[src/hdl/abfs_pkg.sv]
// abfs_pkg: shared types, constants and helper functions of the alert
// beep and flash sequencer
// no dependencies
`default_nettype none

package abfs_pkg;

  // alert queue sizing
  localparam int QUEUE_DEPTH = 3;
  localparam int QIDX_W      = (QUEUE_DEPTH > 1) ? $clog2(QUEUE_DEPTH) : 1;
  localparam int QCNT_W      = $clog2(QUEUE_DEPTH + 1);

  // flash phase divider width, one quotient bit per step
  localparam int DIV_W     = 16;
  localparam int DIV_CNT_W = $clog2(DIV_W + 1);

  // intensity codes
  localparam logic [3:0] CODE_INVALID   = 4'd0;
  localparam logic [3:0] CODE_DOUBLE_LO = 4'd3;
  localparam logic [3:0] CODE_DOUBLE_HI = 4'd4;
  localparam logic [3:0] CODE_TRIPLE_LO = 4'd5;
  localparam logic [3:0] CODE_TRIPLE_HI = 4'd9;

  // register reset values and background color
  localparam logic [15:0] BEEP_PERIOD_RST    = 16'd250;
  localparam logic [15:0] FLASH_DURATION_RST = 16'd1500;
  localparam logic [15:0] FLASH_INTERVAL_RST = 16'd300;
  localparam logic [15:0] COLOR_BACKGROUND   = 16'h0000;

  // configuration register indexes
  typedef enum logic [1:0] {
    REG_SPEAKER_ENABLE = 2'd0,
    REG_BEEP_PERIOD    = 2'd1,
    REG_FLASH_DURATION = 2'd2,
    REG_FLASH_INTERVAL = 2'd3
  } abfs_reg_t;

  // fill modes
  typedef enum logic [1:0] {
    FILL_NONE       = 2'd0,
    FILL_COLOR      = 2'd1,
    FILL_BACKGROUND = 2'd2,
    FILL_REDRAW     = 2'd3
  } abfs_fill_t;

  typedef struct packed {
    logic        speaker_enable;
    logic [15:0] beep_period;
    logic [15:0] flash_duration;
    logic [15:0] flash_interval;
  } abfs_cfg_t;

  typedef struct packed {
    logic [3:0]  code;
    logic [15:0] color;
    logic [15:0] tag;
  } abfs_entry_t;

  // one result word
  typedef struct packed {
    logic        tone_start;
    abfs_fill_t  fill_mode;
    logic [15:0] fill_color;
    logic        alert_started;
    logic [15:0] started_tag;
    logic        dropped_oldest;
    logic        rejected;
    logic [1:0]  pending_count;
  } abfs_result_t;

  function automatic logic [1:0] beeps_for_code(input logic [3:0] code);
    logic [1:0] n;
    if (code >= CODE_TRIPLE_LO && code <= CODE_TRIPLE_HI) begin
      n = 2'd3;
    end else if (code == CODE_DOUBLE_LO || code == CODE_DOUBLE_HI) begin
      n = 2'd2;
    end else begin
      n = 2'd1;
    end
    return n;
  endfunction

  function automatic logic [15:0] sat_inc16(input logic [15:0] v);
    return (v == 16'hFFFF) ? v : v + 16'd1;
  endfunction

  function automatic logic [QIDX_W-1:0] idx_inc(input logic [QIDX_W-1:0] idx);
    return (idx == QIDX_W'(QUEUE_DEPTH - 1)) ? '0 : idx + QIDX_W'(1);
  endfunction

  function automatic logic [1:0] sat_pending(input logic [QCNT_W-1:0] cnt);
    return (int'(cnt) > 3) ? 2'd3 : 2'(cnt);
  endfunction

endpackage

`default_nettype wire

[src/hdl/abfs_if.sv]
// abfs_alert_if, abfs_result_if: valid/ready channels of the sequencer
// no dependencies
`default_nettype none

interface abfs_alert_if;
  logic        valid;
  logic        ready;
  logic        action;
  logic        touch_pressed;
  logic [3:0]  intensity_code;
  logic [15:0] alert_color;
  logic [15:0] alert_tag;

  modport source (
    output valid, action, touch_pressed, intensity_code, alert_color, alert_tag,
    input  ready
  );
  modport sink (
    input  valid, action, touch_pressed, intensity_code, alert_color, alert_tag,
    output ready
  );
endinterface

interface abfs_result_if;
  logic        valid;
  logic        ready;
  logic        tone_start;
  logic [1:0]  fill_mode;
  logic [15:0] fill_color;
  logic        alert_started;
  logic [15:0] started_tag;
  logic        dropped_oldest;
  logic        rejected;
  logic [1:0]  pending_count;

  modport source (
    output valid, tone_start, fill_mode, fill_color, alert_started, started_tag,
           dropped_oldest, rejected, pending_count,
    input  ready
  );
  modport sink (
    input  valid, tone_start, fill_mode, fill_color, alert_started, started_tag,
           dropped_oldest, rejected, pending_count,
    output ready
  );
endinterface

`default_nettype wire

[src/hdl/abfs_core.sv]
// abfs_core: alert queue, beep sequencer and flash timer state, updated
// once per accepted word, with the result word built in the same pass
// depends on abfs_pkg
`default_nettype none

module abfs_core (
  input  wire logic                clk,
  input  wire logic                rst,
  input  wire logic                accept,
  input  wire logic                action,
  input  wire logic                touch_pressed,
  input  wire logic [3:0]          intensity_code,
  input  wire logic [15:0]         alert_color,
  input  wire logic [15:0]         alert_tag,
  input  wire abfs_pkg::abfs_cfg_t cfg,
  input  wire logic                phase_load,
  input  wire logic [15:0]         phase_rem,
  input  wire logic                phase_odd,
  output abfs_pkg::abfs_result_t   res,
  output logic [15:0]              flash_time
);

  // alert store, contents undefined until written
  abfs_pkg::abfs_entry_t alert_store [abfs_pkg::QUEUE_DEPTH];

  logic [abfs_pkg::QIDX_W-1:0] head_index, head_index_next;
  logic [abfs_pkg::QIDX_W-1:0] tail_index, tail_index_next;
  logic [abfs_pkg::QCNT_W-1:0] waiting_count, waiting_count_next;
  logic [1:0]                  beeps_total, beeps_total_next;
  logic [1:0]                  beeps_done, beeps_done_next;
  logic [15:0]                 beep_timer, beep_timer_next;
  logic                        flash_active, flash_active_next;
  logic [15:0]                 flash_timer, flash_timer_next;
  logic [15:0]                 flash_phase_timer, flash_phase_timer_next;
  logic                        flash_odd, flash_odd_next;
  logic [15:0]                 flash_color_reg, flash_color_reg_next;

  logic [abfs_pkg::QIDX_W-1:0] head_drop;
  logic [abfs_pkg::QCNT_W-1:0] count_drop;
  logic                        start_ok;
  logic [15:0]                 beep_sat;
  logic [1:0]                  done_inc;
  logic [15:0]                 phase_inc;
  logic [15:0]                 flash_ivl;
  logic                        store_we;
  abfs_pkg::abfs_entry_t       new_entry;
  abfs_pkg::abfs_entry_t       start_entry;

  assign new_entry = '{code: intensity_code, color: alert_color, tag: alert_tag};
  assign store_we  = accept && action && (intensity_code != abfs_pkg::CODE_INVALID);
  assign flash_ivl = (cfg.flash_interval == '0) ? 16'd1 : cfg.flash_interval;

  // next state and result word
  always_comb begin
    head_index_next        = head_index;
    tail_index_next        = tail_index;
    waiting_count_next     = waiting_count;
    beeps_total_next       = beeps_total;
    beeps_done_next        = beeps_done;
    beep_timer_next        = beep_timer;
    flash_active_next      = flash_active;
    flash_timer_next       = flash_timer;
    flash_phase_timer_next = flash_phase_timer;
    flash_odd_next         = flash_odd;
    flash_color_reg_next   = flash_color_reg;
    head_drop              = head_index;
    count_drop             = waiting_count;
    start_ok               = 1'b0;
    beep_sat               = beep_timer;
    done_inc               = beeps_done;
    phase_inc              = flash_phase_timer;
    res                    = '0;
    res.fill_mode          = abfs_pkg::FILL_NONE;
    res.fill_color         = abfs_pkg::COLOR_BACKGROUND;

    if (action) begin
      // new alert: reject, drop oldest if full, then enqueue
      if (intensity_code == abfs_pkg::CODE_INVALID) begin
        res.rejected = 1'b1;
      end else begin
        if (waiting_count == abfs_pkg::QCNT_W'(abfs_pkg::QUEUE_DEPTH)) begin
          head_drop          = abfs_pkg::idx_inc(head_index);
          count_drop         = waiting_count - abfs_pkg::QCNT_W'(1);
          res.dropped_oldest = 1'b1;
        end
        head_index_next    = head_drop;
        tail_index_next    = abfs_pkg::idx_inc(tail_index);
        waiting_count_next = count_drop + abfs_pkg::QCNT_W'(1);
        start_ok           = (beeps_total == 2'd0);
      end
    end else begin
      // tick: advance flash time and its phase within the interval
      if (flash_active) begin
        flash_timer_next = abfs_pkg::sat_inc16(flash_timer);
        if (flash_timer != 16'hFFFF) begin
          phase_inc = flash_phase_timer + 16'd1;
          if (phase_inc >= flash_ivl) begin
            flash_phase_timer_next = '0;
            flash_odd_next         = !flash_odd;
          end else begin
            flash_phase_timer_next = phase_inc;
          end
        end
      end
      // beep sequence
      if (beeps_done < beeps_total) begin
        beep_sat        = abfs_pkg::sat_inc16(beep_timer);
        beep_timer_next = beep_sat;
        if (beep_sat >= cfg.beep_period) begin
          done_inc = beeps_done + 2'd1;
          if (done_inc < beeps_total) begin
            res.tone_start  = cfg.speaker_enable;
            beep_timer_next = '0;
            beeps_done_next = done_inc;
          end else begin
            beeps_total_next = '0;
            beeps_done_next  = '0;
            start_ok         = (waiting_count != '0);
          end
        end
      end
    end

    // head alert, bypassed from the incoming word when the queue was empty
    if (action && count_drop == '0) begin
      start_entry = new_entry;
    end else begin
      start_entry = alert_store[head_drop];
    end

    // start the head alert
    if (start_ok) begin
      head_index_next        = abfs_pkg::idx_inc(head_drop);
      waiting_count_next     = waiting_count_next - abfs_pkg::QCNT_W'(1);
      beeps_total_next       = abfs_pkg::beeps_for_code(start_entry.code);
      beeps_done_next        = '0;
      beep_timer_next        = '0;
      res.tone_start         = cfg.speaker_enable;
      flash_active_next      = 1'b1;
      flash_timer_next       = '0;
      flash_phase_timer_next = '0;
      flash_odd_next         = 1'b0;
      flash_color_reg_next   = start_entry.color;
      res.alert_started      = 1'b1;
      res.started_tag        = start_entry.tag;
    end

    // flash update on ticks
    if (!action && flash_active_next) begin
      if (touch_pressed || flash_timer_next >= cfg.flash_duration) begin
        flash_active_next = 1'b0;
        res.fill_mode     = abfs_pkg::FILL_REDRAW;
      end else if (flash_odd_next) begin
        res.fill_mode = abfs_pkg::FILL_BACKGROUND;
      end else begin
        res.fill_mode  = abfs_pkg::FILL_COLOR;
        res.fill_color = flash_color_reg_next;
      end
    end

    res.pending_count = abfs_pkg::sat_pending(waiting_count_next);
  end

  assign flash_time = flash_timer;

  // control state; the phase reloads after an interval change
  always_ff @(posedge clk) begin
    if (rst) begin
      head_index        <= '0;
      tail_index        <= '0;
      waiting_count     <= '0;
      beeps_total       <= '0;
      beeps_done        <= '0;
      beep_timer        <= '0;
      flash_active      <= 1'b0;
      flash_timer       <= '0;
      flash_phase_timer <= '0;
      flash_odd         <= 1'b0;
      flash_color_reg   <= '0;
    end else if (accept) begin
      head_index        <= head_index_next;
      tail_index        <= tail_index_next;
      waiting_count     <= waiting_count_next;
      beeps_total       <= beeps_total_next;
      beeps_done        <= beeps_done_next;
      beep_timer        <= beep_timer_next;
      flash_active      <= flash_active_next;
      flash_timer       <= flash_timer_next;
      flash_phase_timer <= flash_phase_timer_next;
      flash_odd         <= flash_odd_next;
      flash_color_reg   <= flash_color_reg_next;
    end else if (phase_load) begin
      flash_phase_timer <= phase_rem;
      flash_odd         <= phase_odd;
    end
  end

  // alert store write at the tail
  always_ff @(posedge clk) begin
    if (store_we) begin
      alert_store[tail_index] <= new_entry;
    end
  end

endmodule

`default_nettype wire

[src/hdl/abfs_div.sv]
// abfs_div: iterative restoring divider that finds the remainder and the
// quotient parity of flash_time / interval, one quotient bit per cycle
// depends on abfs_pkg
`default_nettype none

module abfs_div (
  input  wire logic        clk,
  input  wire logic        rst,
  input  wire logic        start,
  input  wire logic [15:0] dividend,
  input  wire logic [15:0] divisor,
  output logic             busy,
  output logic             done,
  output logic [15:0]      rem,
  output logic             quot_odd
);

  logic [abfs_pkg::DIV_W-1:0]     num;
  logic [abfs_pkg::DIV_W-1:0]     den;
  logic [abfs_pkg::DIV_CNT_W-1:0] steps;
  logic [abfs_pkg::DIV_W:0]       shifted;
  logic                           ge;

  // one shift and subtract step
  assign shifted = {rem, num[abfs_pkg::DIV_W-1]};
  assign ge      = (shifted >= {1'b0, den});
  assign busy    = (steps != '0);

  // step counter, done pulses once after the last step
  always_ff @(posedge clk) begin
    if (rst) begin
      steps <= '0;
      done  <= 1'b0;
    end else if (start) begin
      steps <= abfs_pkg::DIV_CNT_W'(abfs_pkg::DIV_W);
      done  <= 1'b0;
    end else begin
      if (busy) begin
        steps <= steps - abfs_pkg::DIV_CNT_W'(1);
      end
      done <= (steps == abfs_pkg::DIV_CNT_W'(1));
    end
  end

  // partial remainder, shifting dividend and latest quotient bit
  always_ff @(posedge clk) begin
    if (start) begin
      rem      <= '0;
      num      <= dividend;
      den      <= divisor;
      quot_odd <= 1'b0;
    end else if (busy) begin
      rem      <= ge ? abfs_pkg::DIV_W'(shifted - {1'b0, den})
                     : shifted[abfs_pkg::DIV_W-1:0];
      num      <= {num[abfs_pkg::DIV_W-2:0], 1'b0};
      quot_odd <= ge;
    end
  end

endmodule

`default_nettype wire

[src/hdl/alert_beep_flash_sequencer.sv]
// alert_beep_flash_sequencer: top level with configuration registers,
// state update core, result register and flash phase divider
// depends on abfs_pkg, abfs_if, abfs_core, abfs_div
//
//   channel     dir  handshake      contents
//   alert_in    in   valid/ready    action, touch, intensity, color, tag
//   result_out  out  valid/ready    tone, fill mode and color, start, status
//   cfg         in   cfg_we         cfg_index selects, cfg_data written
//
// One word is accepted per cycle while alert_in.ready is high; the core
// updates its state in that cycle, the result register shows it next cycle.
// A stalled result_out holds the result register and drops alert_in.ready.
// A write to the flash interval register reloads the flash phase with a
// 16-step divider; alert_in.ready stays low until the new phase is loaded.
// Reset empties the queue, stops beeps and flash and loads the defaults.
`default_nettype none

module alert_beep_flash_sequencer (
  input  wire logic        clk,
  input  wire logic        rst,
  abfs_alert_if.sink       alert_in,
  abfs_result_if.source    result_out,
  input  wire logic        cfg_we,
  input  wire logic [1:0]  cfg_index,
  input  wire logic [15:0] cfg_data
);

  abfs_pkg::abfs_cfg_t    cfg;
  abfs_pkg::abfs_result_t core_res;
  abfs_pkg::abfs_result_t res;
  logic                   res_valid;
  logic [15:0]            flash_time;
  logic                   accept;
  logic                   ivl_write;
  logic [15:0]            ivl_new;
  logic                   div_busy;
  logic                   div_done;
  logic [15:0]            div_rem;
  logic                   div_odd;

  // configuration registers
  always_ff @(posedge clk) begin
    if (rst) begin
      cfg.speaker_enable <= 1'b0;
      cfg.beep_period    <= abfs_pkg::BEEP_PERIOD_RST;
      cfg.flash_duration <= abfs_pkg::FLASH_DURATION_RST;
      cfg.flash_interval <= abfs_pkg::FLASH_INTERVAL_RST;
    end else if (cfg_we) begin
      case (abfs_pkg::abfs_reg_t'(cfg_index))
        abfs_pkg::REG_SPEAKER_ENABLE: cfg.speaker_enable <= cfg_data[0];
        abfs_pkg::REG_BEEP_PERIOD:    cfg.beep_period    <= cfg_data;
        abfs_pkg::REG_FLASH_DURATION: cfg.flash_duration <= cfg_data;
        abfs_pkg::REG_FLASH_INTERVAL: cfg.flash_interval <= cfg_data;
        default: ;
      endcase
    end
  end

  // interval writes restart the phase divider, zero acts as one
  assign ivl_write = cfg_we &&
                     (abfs_pkg::abfs_reg_t'(cfg_index) == abfs_pkg::REG_FLASH_INTERVAL);
  assign ivl_new   = (cfg_data == '0) ? 16'd1 : cfg_data;

  // input waits for a free result register and a settled phase
  assign alert_in.ready = !div_busy && !div_done && (!res_valid || result_out.ready);
  assign accept         = alert_in.valid && alert_in.ready;

  abfs_core u_core (
    .clk            (clk),
    .rst            (rst),
    .accept         (accept),
    .action         (alert_in.action),
    .touch_pressed  (alert_in.touch_pressed),
    .intensity_code (alert_in.intensity_code),
    .alert_color    (alert_in.alert_color),
    .alert_tag      (alert_in.alert_tag),
    .cfg            (cfg),
    .phase_load     (div_done),
    .phase_rem      (div_rem),
    .phase_odd      (div_odd),
    .res            (core_res),
    .flash_time     (flash_time)
  );

  abfs_div u_div (
    .clk      (clk),
    .rst      (rst),
    .start    (ivl_write),
    .dividend (flash_time),
    .divisor  (ivl_new),
    .busy     (div_busy),
    .done     (div_done),
    .rem      (div_rem),
    .quot_odd (div_odd)
  );

  // result register
  always_ff @(posedge clk) begin
    if (rst) begin
      res_valid <= 1'b0;
    end else if (accept) begin
      res_valid <= 1'b1;
    end else if (result_out.ready) begin
      res_valid <= 1'b0;
    end
  end

  always_ff @(posedge clk) begin
    if (accept) begin
      res <= core_res;
    end
  end

  assign result_out.valid          = res_valid;
  assign result_out.tone_start     = res.tone_start;
  assign result_out.fill_mode      = res.fill_mode;
  assign result_out.fill_color     = res.fill_color;
  assign result_out.alert_started  = res.alert_started;
  assign result_out.started_tag    = res.started_tag;
  assign result_out.dropped_oldest = res.dropped_oldest;
  assign result_out.rejected       = res.rejected;
  assign result_out.pending_count  = res.pending_count;

endmodule

`default_nettype wire
[src/flat_wrapper.sv]
// flat-port wrapper written by rule: the top's interface ports become plain ports
module alert_beep_flash_sequencer_flat 
  (clk, rst, cfg_we, cfg_index, cfg_data, alert_in_valid, alert_in_action, alert_in_touch_pressed, alert_in_intensity_code, alert_in_alert_color, alert_in_alert_tag, alert_in_ready, result_out_valid, result_out_tone_start, result_out_fill_mode, result_out_fill_color, result_out_alert_started, result_out_started_tag, result_out_dropped_oldest, result_out_rejected, result_out_pending_count, result_out_ready);
  abfs_alert_if alert_in_i ();
  abfs_result_if result_out_i ();
  input  wire logic clk;
  input  wire logic rst;
  input  wire logic cfg_we;
  input  wire logic [1:0] cfg_index;
  input  wire logic [15:0] cfg_data;
  input wire logic [$bits(alert_in_i.valid)-1:0] alert_in_valid;
  input wire logic [$bits(alert_in_i.action)-1:0] alert_in_action;
  input wire logic [$bits(alert_in_i.touch_pressed)-1:0] alert_in_touch_pressed;
  input wire logic [$bits(alert_in_i.intensity_code)-1:0] alert_in_intensity_code;
  input wire logic [$bits(alert_in_i.alert_color)-1:0] alert_in_alert_color;
  input wire logic [$bits(alert_in_i.alert_tag)-1:0] alert_in_alert_tag;
  output wire logic [$bits(alert_in_i.ready)-1:0] alert_in_ready;
  output wire logic [$bits(result_out_i.valid)-1:0] result_out_valid;
  output wire logic [$bits(result_out_i.tone_start)-1:0] result_out_tone_start;
  output wire logic [$bits(result_out_i.fill_mode)-1:0] result_out_fill_mode;
  output wire logic [$bits(result_out_i.fill_color)-1:0] result_out_fill_color;
  output wire logic [$bits(result_out_i.alert_started)-1:0] result_out_alert_started;
  output wire logic [$bits(result_out_i.started_tag)-1:0] result_out_started_tag;
  output wire logic [$bits(result_out_i.dropped_oldest)-1:0] result_out_dropped_oldest;
  output wire logic [$bits(result_out_i.rejected)-1:0] result_out_rejected;
  output wire logic [$bits(result_out_i.pending_count)-1:0] result_out_pending_count;
  input wire logic [$bits(result_out_i.ready)-1:0] result_out_ready;
  assign alert_in_i.valid = alert_in_valid;
  assign alert_in_i.action = alert_in_action;
  assign alert_in_i.touch_pressed = alert_in_touch_pressed;
  assign alert_in_i.intensity_code = alert_in_intensity_code;
  assign alert_in_i.alert_color = alert_in_alert_color;
  assign alert_in_i.alert_tag = alert_in_alert_tag;
  assign alert_in_ready = alert_in_i.ready;
  assign result_out_valid = result_out_i.valid;
  assign result_out_tone_start = result_out_i.tone_start;
  assign result_out_fill_mode = result_out_i.fill_mode;
  assign result_out_fill_color = result_out_i.fill_color;
  assign result_out_alert_started = result_out_i.alert_started;
  assign result_out_started_tag = result_out_i.started_tag;
  assign result_out_dropped_oldest = result_out_i.dropped_oldest;
  assign result_out_rejected = result_out_i.rejected;
  assign result_out_pending_count = result_out_i.pending_count;
  assign result_out_i.ready = result_out_ready;
  alert_beep_flash_sequencer u_core (.clk(clk), .rst(rst), .alert_in(alert_in_i), .result_out(result_out_i), .cfg_we(cfg_we), .cfg_index(cfg_index), .cfg_data(cfg_data));
endmodule
[config.mk]
export PLATFORM = sky130hd
export DESIGN_NAME = alert_beep_flash_sequencer_flat
export DESIGN_NICKNAME = d
export VERILOG_FILES = /design/src/hdl/abfs_pkg.sv /design/src/hdl/abfs_if.sv /design/src/hdl/abfs_core.sv /design/src/hdl/abfs_div.sv /design/src/hdl/alert_beep_flash_sequencer.sv /design/src/flat_wrapper.sv
export SDC_FILE = /design/constraint.sdc
export NUM_CORES = 1
export LEC_CHECK = 0
export ABC_AREA = 1
export BUFFER_PORTS_ARGS = -buffer_cell sky130_fd_sc_hd__buf_2
export CAP_MARGIN = 15
export CELL_PAD_IN_SITES_DETAIL_PLACEMENT = 1
export CELL_PAD_IN_SITES_GLOBAL_PLACEMENT = 1
export CORE_ASPECT_RATIO = 1.75
export CORE_MARGIN = 5
export CORE_UTILIZATION = 25
export CTS_CLUSTER_DIAMETER = 30
export DETAILED_ROUTE_END_ITERATION = 16
export GPL_TIMING_DRIVEN = 0
export PLACE_DENSITY = 0.46
export SYNTH_ARGS = -nofsm -noshare
export SYNTH_HDL_FRONTEND = slang
export SYNTH_HIERARCHICAL = 1
export SYNTH_SLANG_ARGS = --single-unit
[constraint.sdc]
create_clock -name clk -period 5.9 [get_ports clk]
set_input_delay 0.295 -clock clk [delete_from_list [all_inputs] [get_ports clk]]
set_output_delay 0.295 -clock clk [all_outputs]
set_load 0.03 [all_outputs]
---- After elaboration in Yosys (flattened, before gate mapping) ----
Memory sizes are Yosys's and may differ from the RTL's.
Cells that the tools add are included.
word-level totals
  logic and storage cells ................. 197
  flip-flop bits (word level) ............. 221
  bits in writable memories ............... 108
  output and inout port bits .............. 42
  memories ................................ 1
  input bits .............................. 61
memories
  memory                     words  bits a word  rd ports  clocked after memory_dff  wr ports  RTL line         RTL
  u_core.u_core.alert_store  3      36           1         0                         1         abfs_core.sv:24  abfs_pkg::abfs_entry_t alert_store [abfs_pkg::QUEUE_DEPTH];
operators by class
  bitwise gates (word level) .............. 3
  $lt $le $gt $ge ......................... 8
  reduce and logical (&&, ||, !) cells .... 43
  muxes and demuxes ....................... 81
  $add $sub $neg .......................... 12
  equality and inequality tests ........... 18
operators with widths
  kind                                                   count
  two-way mux 16 bit                                     22
  two-way mux 2 bit                                      29
  adder 16 x 1 -> 16 bit, second input constant          3
  >= comparator 16 bit                                   3
  two-way mux 36 bit                                     1
  == test 16 bit, second input constant                  2
  zero test 16 bit                                       2
  two-way mux 1 bit                                      26
  >= comparator 17 x 16 -> 1 bit                         1
  two-way mux 17 bit                                     1
  inequality test 16 bit, second input constant          1
  subtractor 16 bit                                      1
  == test 2 bit, second input constant                   6
  nonzero test 2 bit                                     6
  adder 2 x 1 -> 2 bit, second input constant            5
  two-way mux 5 bit                                      2
  logical AND 1 bit                                      9
  AND reduction 2 bit                                    4
  AND reduction 4 bit                                    2
  zero test 2 bit                                        3
  inequality test 3 x 1 -> 1 bit, second input constant  2
  AND reduction 3 bit                                    2
  == test 5 x 1 -> 1 bit, second input constant          1
  zero test 1 bit                                        5
  19 further kinds                                       26

---- Depth between registers and ports, before layout ----
  depth in word-level cells ............... 14
  mapped depth ............................ 40

---- By module ----
Netlist, hierarchy kept.
modules (own cells, without submodules)
  module                      times used  area an instance (um^2)  cells each  seq. area each (um^2)
  abfs_core                   1           10,751.6                 1,393       4,764.6
  abfs_div                    1           3,271.9                  454         1,421.4
  alert_beep_flash_sequencer  1           3,141.8                  300         2,202.1

---- Least setup slack after synthesis ----
No wires, ideal clock.
  path kind ............................... register -> register
  start point ............................. register u_core/u_div/steps[0] in the netlist's numbering
  end point ............................... memory u_core/u_core/alert_store[0][0] in the netlist's numbering, enable pin
  slack ................................... -0.468 ns
  path buffers ............................ 2
  library setup time ...................... 0.477 ns
  arrival ................................. 5.892 ns
  stages on the path, launching flop included .. 12
  path through ............................ dfxtp_1 > inv_1 > ha_1 > nand3_1 > buf_2 > nor3_1 > and2_1 > inv_1 > clkbuf_1 > nor2_1 > inv_1 > nor3_1
between the ends
  longest elaborated chain between the ends .. 9
RTL lines
  element                                  RTL line                          RTL
  from (decl)                              abfs_div.sv:20                    logic [abfs_pkg::DIV_CNT_W-1:0] steps;
  from (signal assigned)                   abfs_div.sv:35                    steps <= abfs_pkg::DIV_CNT_W'(abfs_pkg::DIV_W);
  from (signal assigned)                   abfs_div.sv:39                    steps <= steps - abfs_pkg::DIV_CNT_W'(1);
  nonzero test 5 bit                       abfs_div.sv:27                    assign busy = (steps != '0);
  net u_core.div_busy                      alert_beep_flash_sequencer.sv:36  logic div_busy;
  zero test 1 bit                          alert_beep_flash_sequencer.sv:65  assign alert_in.ready = !div_busy && !div_done && (!res_valid || result_out.ready);
  logical AND 1 bit (2 in a row)           alert_beep_flash_sequencer.sv:65
  net alert_in_ready                       flat_wrapper.sv:17                output wire logic [$bits(alert_in_i.ready)-1:0] alert_in_ready;
  logical AND 1 bit                        alert_beep_flash_sequencer.sv:66  assign accept = alert_in.valid && alert_in.ready;
  net u_core.accept                        alert_beep_flash_sequencer.sv:33  logic accept;
  logical AND 1 bit (2 in a row)           abfs_core.sv:50                   assign store_we = accept && action && (intensity_code != abfs_pkg::CODE_INVALID);
  two-way mux 1 bit                        abfs_core.sv:200                  if (store_we) begin
  two-way mux 1 bit (not written as such)  abfs_core.sv:201                  alert_store[tail_index] <= new_entry;
  to (decl)                                abfs_core.sv:24
The timed path passes the listed nets, and every way through them passes these cells.

---- Worst setup path in the final report ----
  start point ............................. register u_core.u_core.beep_timer[1]
  end point ............................... register u_core.res, in the netlist u_core/result_out.fill_color[15] (data pin)
between the ends
  longest elaborated chain between the ends .. 10
  elaborated cells between the ends (all ways) .. 16
  those cells by class .................... add/sub: 1; order compare: 2; eq/ne: 1; mux: 8; bitwise: 1; reduce/logical: 3
RTL lines
  element                                                          RTL line                           RTL
  from (decl)                                                      abfs_core.sv:31                    logic [15:0] beep_timer, beep_timer_next;
  from (signal assigned)                                           abfs_core.sv:186                   beep_timer <= beep_timer_next;
  adder 16 x 1 -> 16 bit / == test 16 bit (equally long branches)  abfs_pkg.sv:84                     return (v == 16'hFFFF) ? v : v + 16'd1;
  two-way mux 16 bit (*)                                           abfs_pkg.sv:84
  >= comparator 16 bit (*)                                         abfs_core.sv:109                   if (beep_sat >= cfg.beep_period) begin
  two-way mux 1 bit (*)                                            abfs_core.sv:109
  two-way mux 1 bit (*)                                            abfs_core.sv:106                   if (beeps_done < beeps_total) begin
  two-way mux 1 bit (*)                                            abfs_core.sv:76                    if (action) begin
  two-way mux 16 bit (*)                                           abfs_core.sv:132                   if (start_ok) begin
  net u_core.u_core.flash_timer_next[9]                            abfs_core.sv:33                    logic [15:0] flash_timer, flash_timer_next;
  >= comparator 16 bit (*)                                         abfs_core.sv:150                   if (touch_pressed || flash_timer_next >= cfg.flash_duration) begin
  logical OR 1 bit (*)                                             abfs_core.sv:150
  OR reduction 3 bit (no source line) (*)                          --
  to (signal assigned)                                             alert_beep_flash_sequencer.sv:110  res <= core_res;
  to (decl)                                                        alert_beep_flash_sequencer.sv:30   abfs_pkg::abfs_result_t res;
Mark *: on every way through the listed nets, which the timed path passes. The rest lies on a longest branch.
A chain may end at the register's enable or synchronous reset.

==> results.sh <==
export IMPL_status="complete, no violations"
export IMPL_drt_iter0_drc=467
export IMPL_first_pass_iters=5
export IMPL_ys_types=48
export IMPL_grt_max_degree=32
export IMPL_setup_tns_final_ns=0
export IMPL_fin_crit_sh_pct=90.8
export IMPL_power_per_cell_area_mw_per_mm2=500
export IMPL_holdWs_ns=0.0440
export IMPL_path_buf_inv=5
export IMPL_std_cell_rows=127
export IMPL_ys_flop_type="edfxtp_1"
export IMPL_cpMostUsedCell="nand2_1"
export IMPL_met3_usage_pct=2.42
export IMPL_yosysWarnings=6
export IMPL_grt_pass1_vias=16200
export IMPL_overflow=0
export IMPL_finalNonFillerCells=3340
export IMPL_final_cell_area_mm2=0.0221
export IMPL_num_nets_final=2512
export IMPL_wl_per_cell_um=18.5
export IMPL_io_pins=103
export IMPL_dpl_hpwl_um=46800
export IMPL_syn_nets=2284
export IMPL_cts_max_level=3
export IMPL_die_x_um=208
export IMPL_grtUsageTotal_pct=16.5
export IMPL_end_kind="flip-flop"
export IMPL_ant_nets=0
export IMPL_drc=0
export IMPL_maxCapViolations=0
export IMPL_area_growth_pct=28.7
export IMPL_cts_max_path_buffers=3
export IMPL_setup_viol=0
export IMPL_path_delay_family="simple AND/OR/NAND/NOR gates"
export IMPL_drive_above_1_share_pct=14.6
export IMPL_ir_drop_uv=237
export IMPL_leakage_nw=9.79
export IMPL_fp_dieH_um=357
export IMPL_r2r_slack_ns=0.54
export IMPL_grt_first_pass_wirelength_um=94700
export IMPL_syn_inst=2147
export IMPL_hold_violations=0
export IMPL_crit_type="reg -> reg"
export IMPL_start_kind="flip-flop"
export IMPL_vias=15000
export IMPL_avgSynthCellArea_um2=7.99
export IMPL_yosys_register_bits=329
export IMPL_coreArea_mm2=0.0683
export IMPL_slowest_delay_ns=0.38
export IMPL_cts_buffers=76
export IMPL_syn_area_mm2=0.0172
export IMPL_grt_most_used_layer="met2"
export IMPL_diodes=0
export IMPL_clock_sinks=329
export IMPL_relSlewSlack_pct=49.0
export IMPL_worst_pin_slew_ns=0.762
export IMPL_routed_wl_um=61800
export IMPL_reg_largest_list="u_core/u_core/alert_store x108, u_core/cfg x49"
export IMPL_final_min_clock_period_ns=5.36
export IMPL_vias_per_cell=4.49
export IMPL_insertion_delay_ns=0.62
export IMPL_dieArea_mm2=0.0742
export IMPL_grt_setup_unrepaired="false"
export IMPL_start_util_pct=25.1
export IMPL_crit_required_ns=6.36
export IMPL_final_util_pct=32.3
export IMPL_cp_max_fo=10
export IMPL_max_freq_ghz=0.187
export IMPL_clk_pin_slew_ns=0.05
export IMPL_hp_class="in -> reg"
export IMPL_gp_congestion=0.809
export IMPL_top_register="u_core/u_core/alert_store"
export IMPL_crit_arrival_ns=5.82
export IMPL_ys_seq_area_share_pct=48.9
export IMPL_synth_edf_count=180
export IMPL_cts_root_buf="clkbuf_16"
export IMPL_grt_util_met1_pct=16.8
export IMPL_largest_reg_flops=108
export IMPL_async_flop_share_pct=0
export IMPL_antenna_found_initial=0
export IMPL_slew_violations=0
export IMPL_slowest_stage="dfxtp_1"
export IMPL_grt_use_met2_pct=33.3
export IMPL_io_buffers=102
export IMPL_fin_skew_ns=0.0364
export IMPL_dpl_cell_count=3158
export IMPL_dpl_cell_area_mm2=0.0190
export IMPL_cts_tree="built"
==> path summary, 6_finish.rpt <==
check | to | start | cells past startpoint
setup / recovery | u_core/result_out.fill_color[15] | u_core/u_core/beep_timer[1] | 33
hold / removal | u_core/cfg[12] | cfg_data[12] | 3
setup reg to reg | u_core/result_out.fill_color[15] | u_core/u_core/beep_timer[1] | 33
hold reg to reg | u_core/cfg[33] | u_core/cfg[33] | 2
==> where the power goes <==
group          internal (mW)  switching, mW
registers               2.93          0.318
clock network           2.84           1.49
logic                   1.09           2.38
total                   6.87           4.18
==> kinds of logic after synthesis <==
family / after synthesis / share of synthesized area (%)
and+or+nand+nor: 1068 / 26.5
buffers and inverters: 367 / 8.69
xor gates and xnor gates: 37 / 1.89
AOI/OAI and AO/OA: 270 / 8.44
DFF: 329 / 48.9
adders and majority gates: 76 / 5.58
==> repair_timing <==
| action | 4_1_cts | 5_1_grt |
|---|---|---|
| hold endpoints to repair | 110 | 0 |
| endpoints found under the setup margin | 13 | 18 |
| pin swaps | 0 | 1 |
| hold buffers | 39 | 0 |
| resized for setup | 4 | 10 |
| setup buffers | 0 | 3 |
| gates cloned | 0 | 0 |
==> per-layer routing <==
metal,routed length (um),part of all wire (%)
met5,0,0
met4,1970,3.2
met3,1870,3.0
met2,34800,56
met1,23100,37
==> placed cells by master, fill, tap and decap left out, types with 5 or more instances in the layout <==
cell           Yosys  final
a21oi_1          127    127
a31oi_1           29     29
inv_1            262    261
buf_6              5      7
ha_1              75     75
buf_2             27    127
o21ai_1           21     22
inv_6              0      9
clkinv_4           0      8
xnor2_1           13     13
clkbuf_1          44     48
nor3_2             4      5
nor2_2            24     23
bufinv_16          0      8
nor2_1           244    242
clkinv_1           2      6
clkinvlp_4         0      8
edfxtp_1         180    180
o21ai_0           76     75
buf_4             10     13
clkbuf_16          0     77
nor2_4             4      7
nor3_1            29     26
clkinv_2           0     10
dfxtp_1          149    149
nand3_1          134    134
dlygate4sd3_1      0     39
and2_1            17     16
nor4_1             5      5
nand2_1          555    554
nand4_1           29     29
inv_2             11     12
nand2_2            8      8
xor2_1            24     24
clkbuf_8           0      5
==> worst register-to-register path: cells and delay by family, from the launching register on <==
| kind | cells | cell delay [ns] |
|---|---|---|
| and+or+nand+nor | 21 | 2.77 |
| buffers and inverters | 5 | 0.78 |
| adders and majority gates | 3 | 0.73 |
| AOI/OAI and AO/OA | 4 | 0.56 |
| DFF | 1 | 0.38 |
==> per-stage QoR <==
step                total power, mW  setup WS [ns]
floorplan                      5.54          0.653
global placement               6.72          -1.66
detailed placement             6.82         -0.165
CTS                            11.3         0.0452
global route                   11.8         0.0174
finish                         11.1          0.541
==> cell type report <==
| class | instances | area [um2] |
|---|---|---|
| fillers | 8163 | 46200 |
| flip-flops and latches | 329 | 8390 |
| multi-input cells | 1451 | 7350 |
| clock buffers | 86 | 2010 |
| well taps | 903 | 1130 |
| repair buffers | 150 | 1070 |
| inverters | 277 | 1040 |
| clock inverters | 54 | 636 |
| plain buffers | 90 | 459 |
==> cells in the mapped netlist (4+ instances only) <==
library cell / number / area share, %
nand2_1: 555 / 12
inv_1: 262 / 5.7
nor2_1: 244 / 5.3
edfxtp_1: 180 / 31
dfxtp_1: 149 / 17
nand3_1: 134 / 3.9
a21oi_1: 127 / 3.7
o21ai_0: 76 / 2.2
ha_1: 75 / 5.5
clkbuf_1: 44 / 0.96
a31oi_1: 29 / 1.1
nand4_1: 29 / 1.1
nor3_1: 29 / 0.85
buf_2: 27 / 0.79
nor2_2: 24 / 0.87
xor2_1: 24 / 1.2
o21ai_1: 21 / 0.61
and2_1: 17 / 0.62
xnor2_1: 13 / 0.66
inv_2: 11 / 0.24
buf_4: 10 / 0.44
nand2_2: 8 / 0.29
buf_6: 5 / 0.33
nor4_1: 5 / 0.18
buf_1: 4 / 0.087
nand3_2: 4 / 0.23
nor2_4: 4 / 0.26
nor3_2: 4 / 0.23
o21a_1: 4 / 0.17
Power figures use the tool's default switching activity.
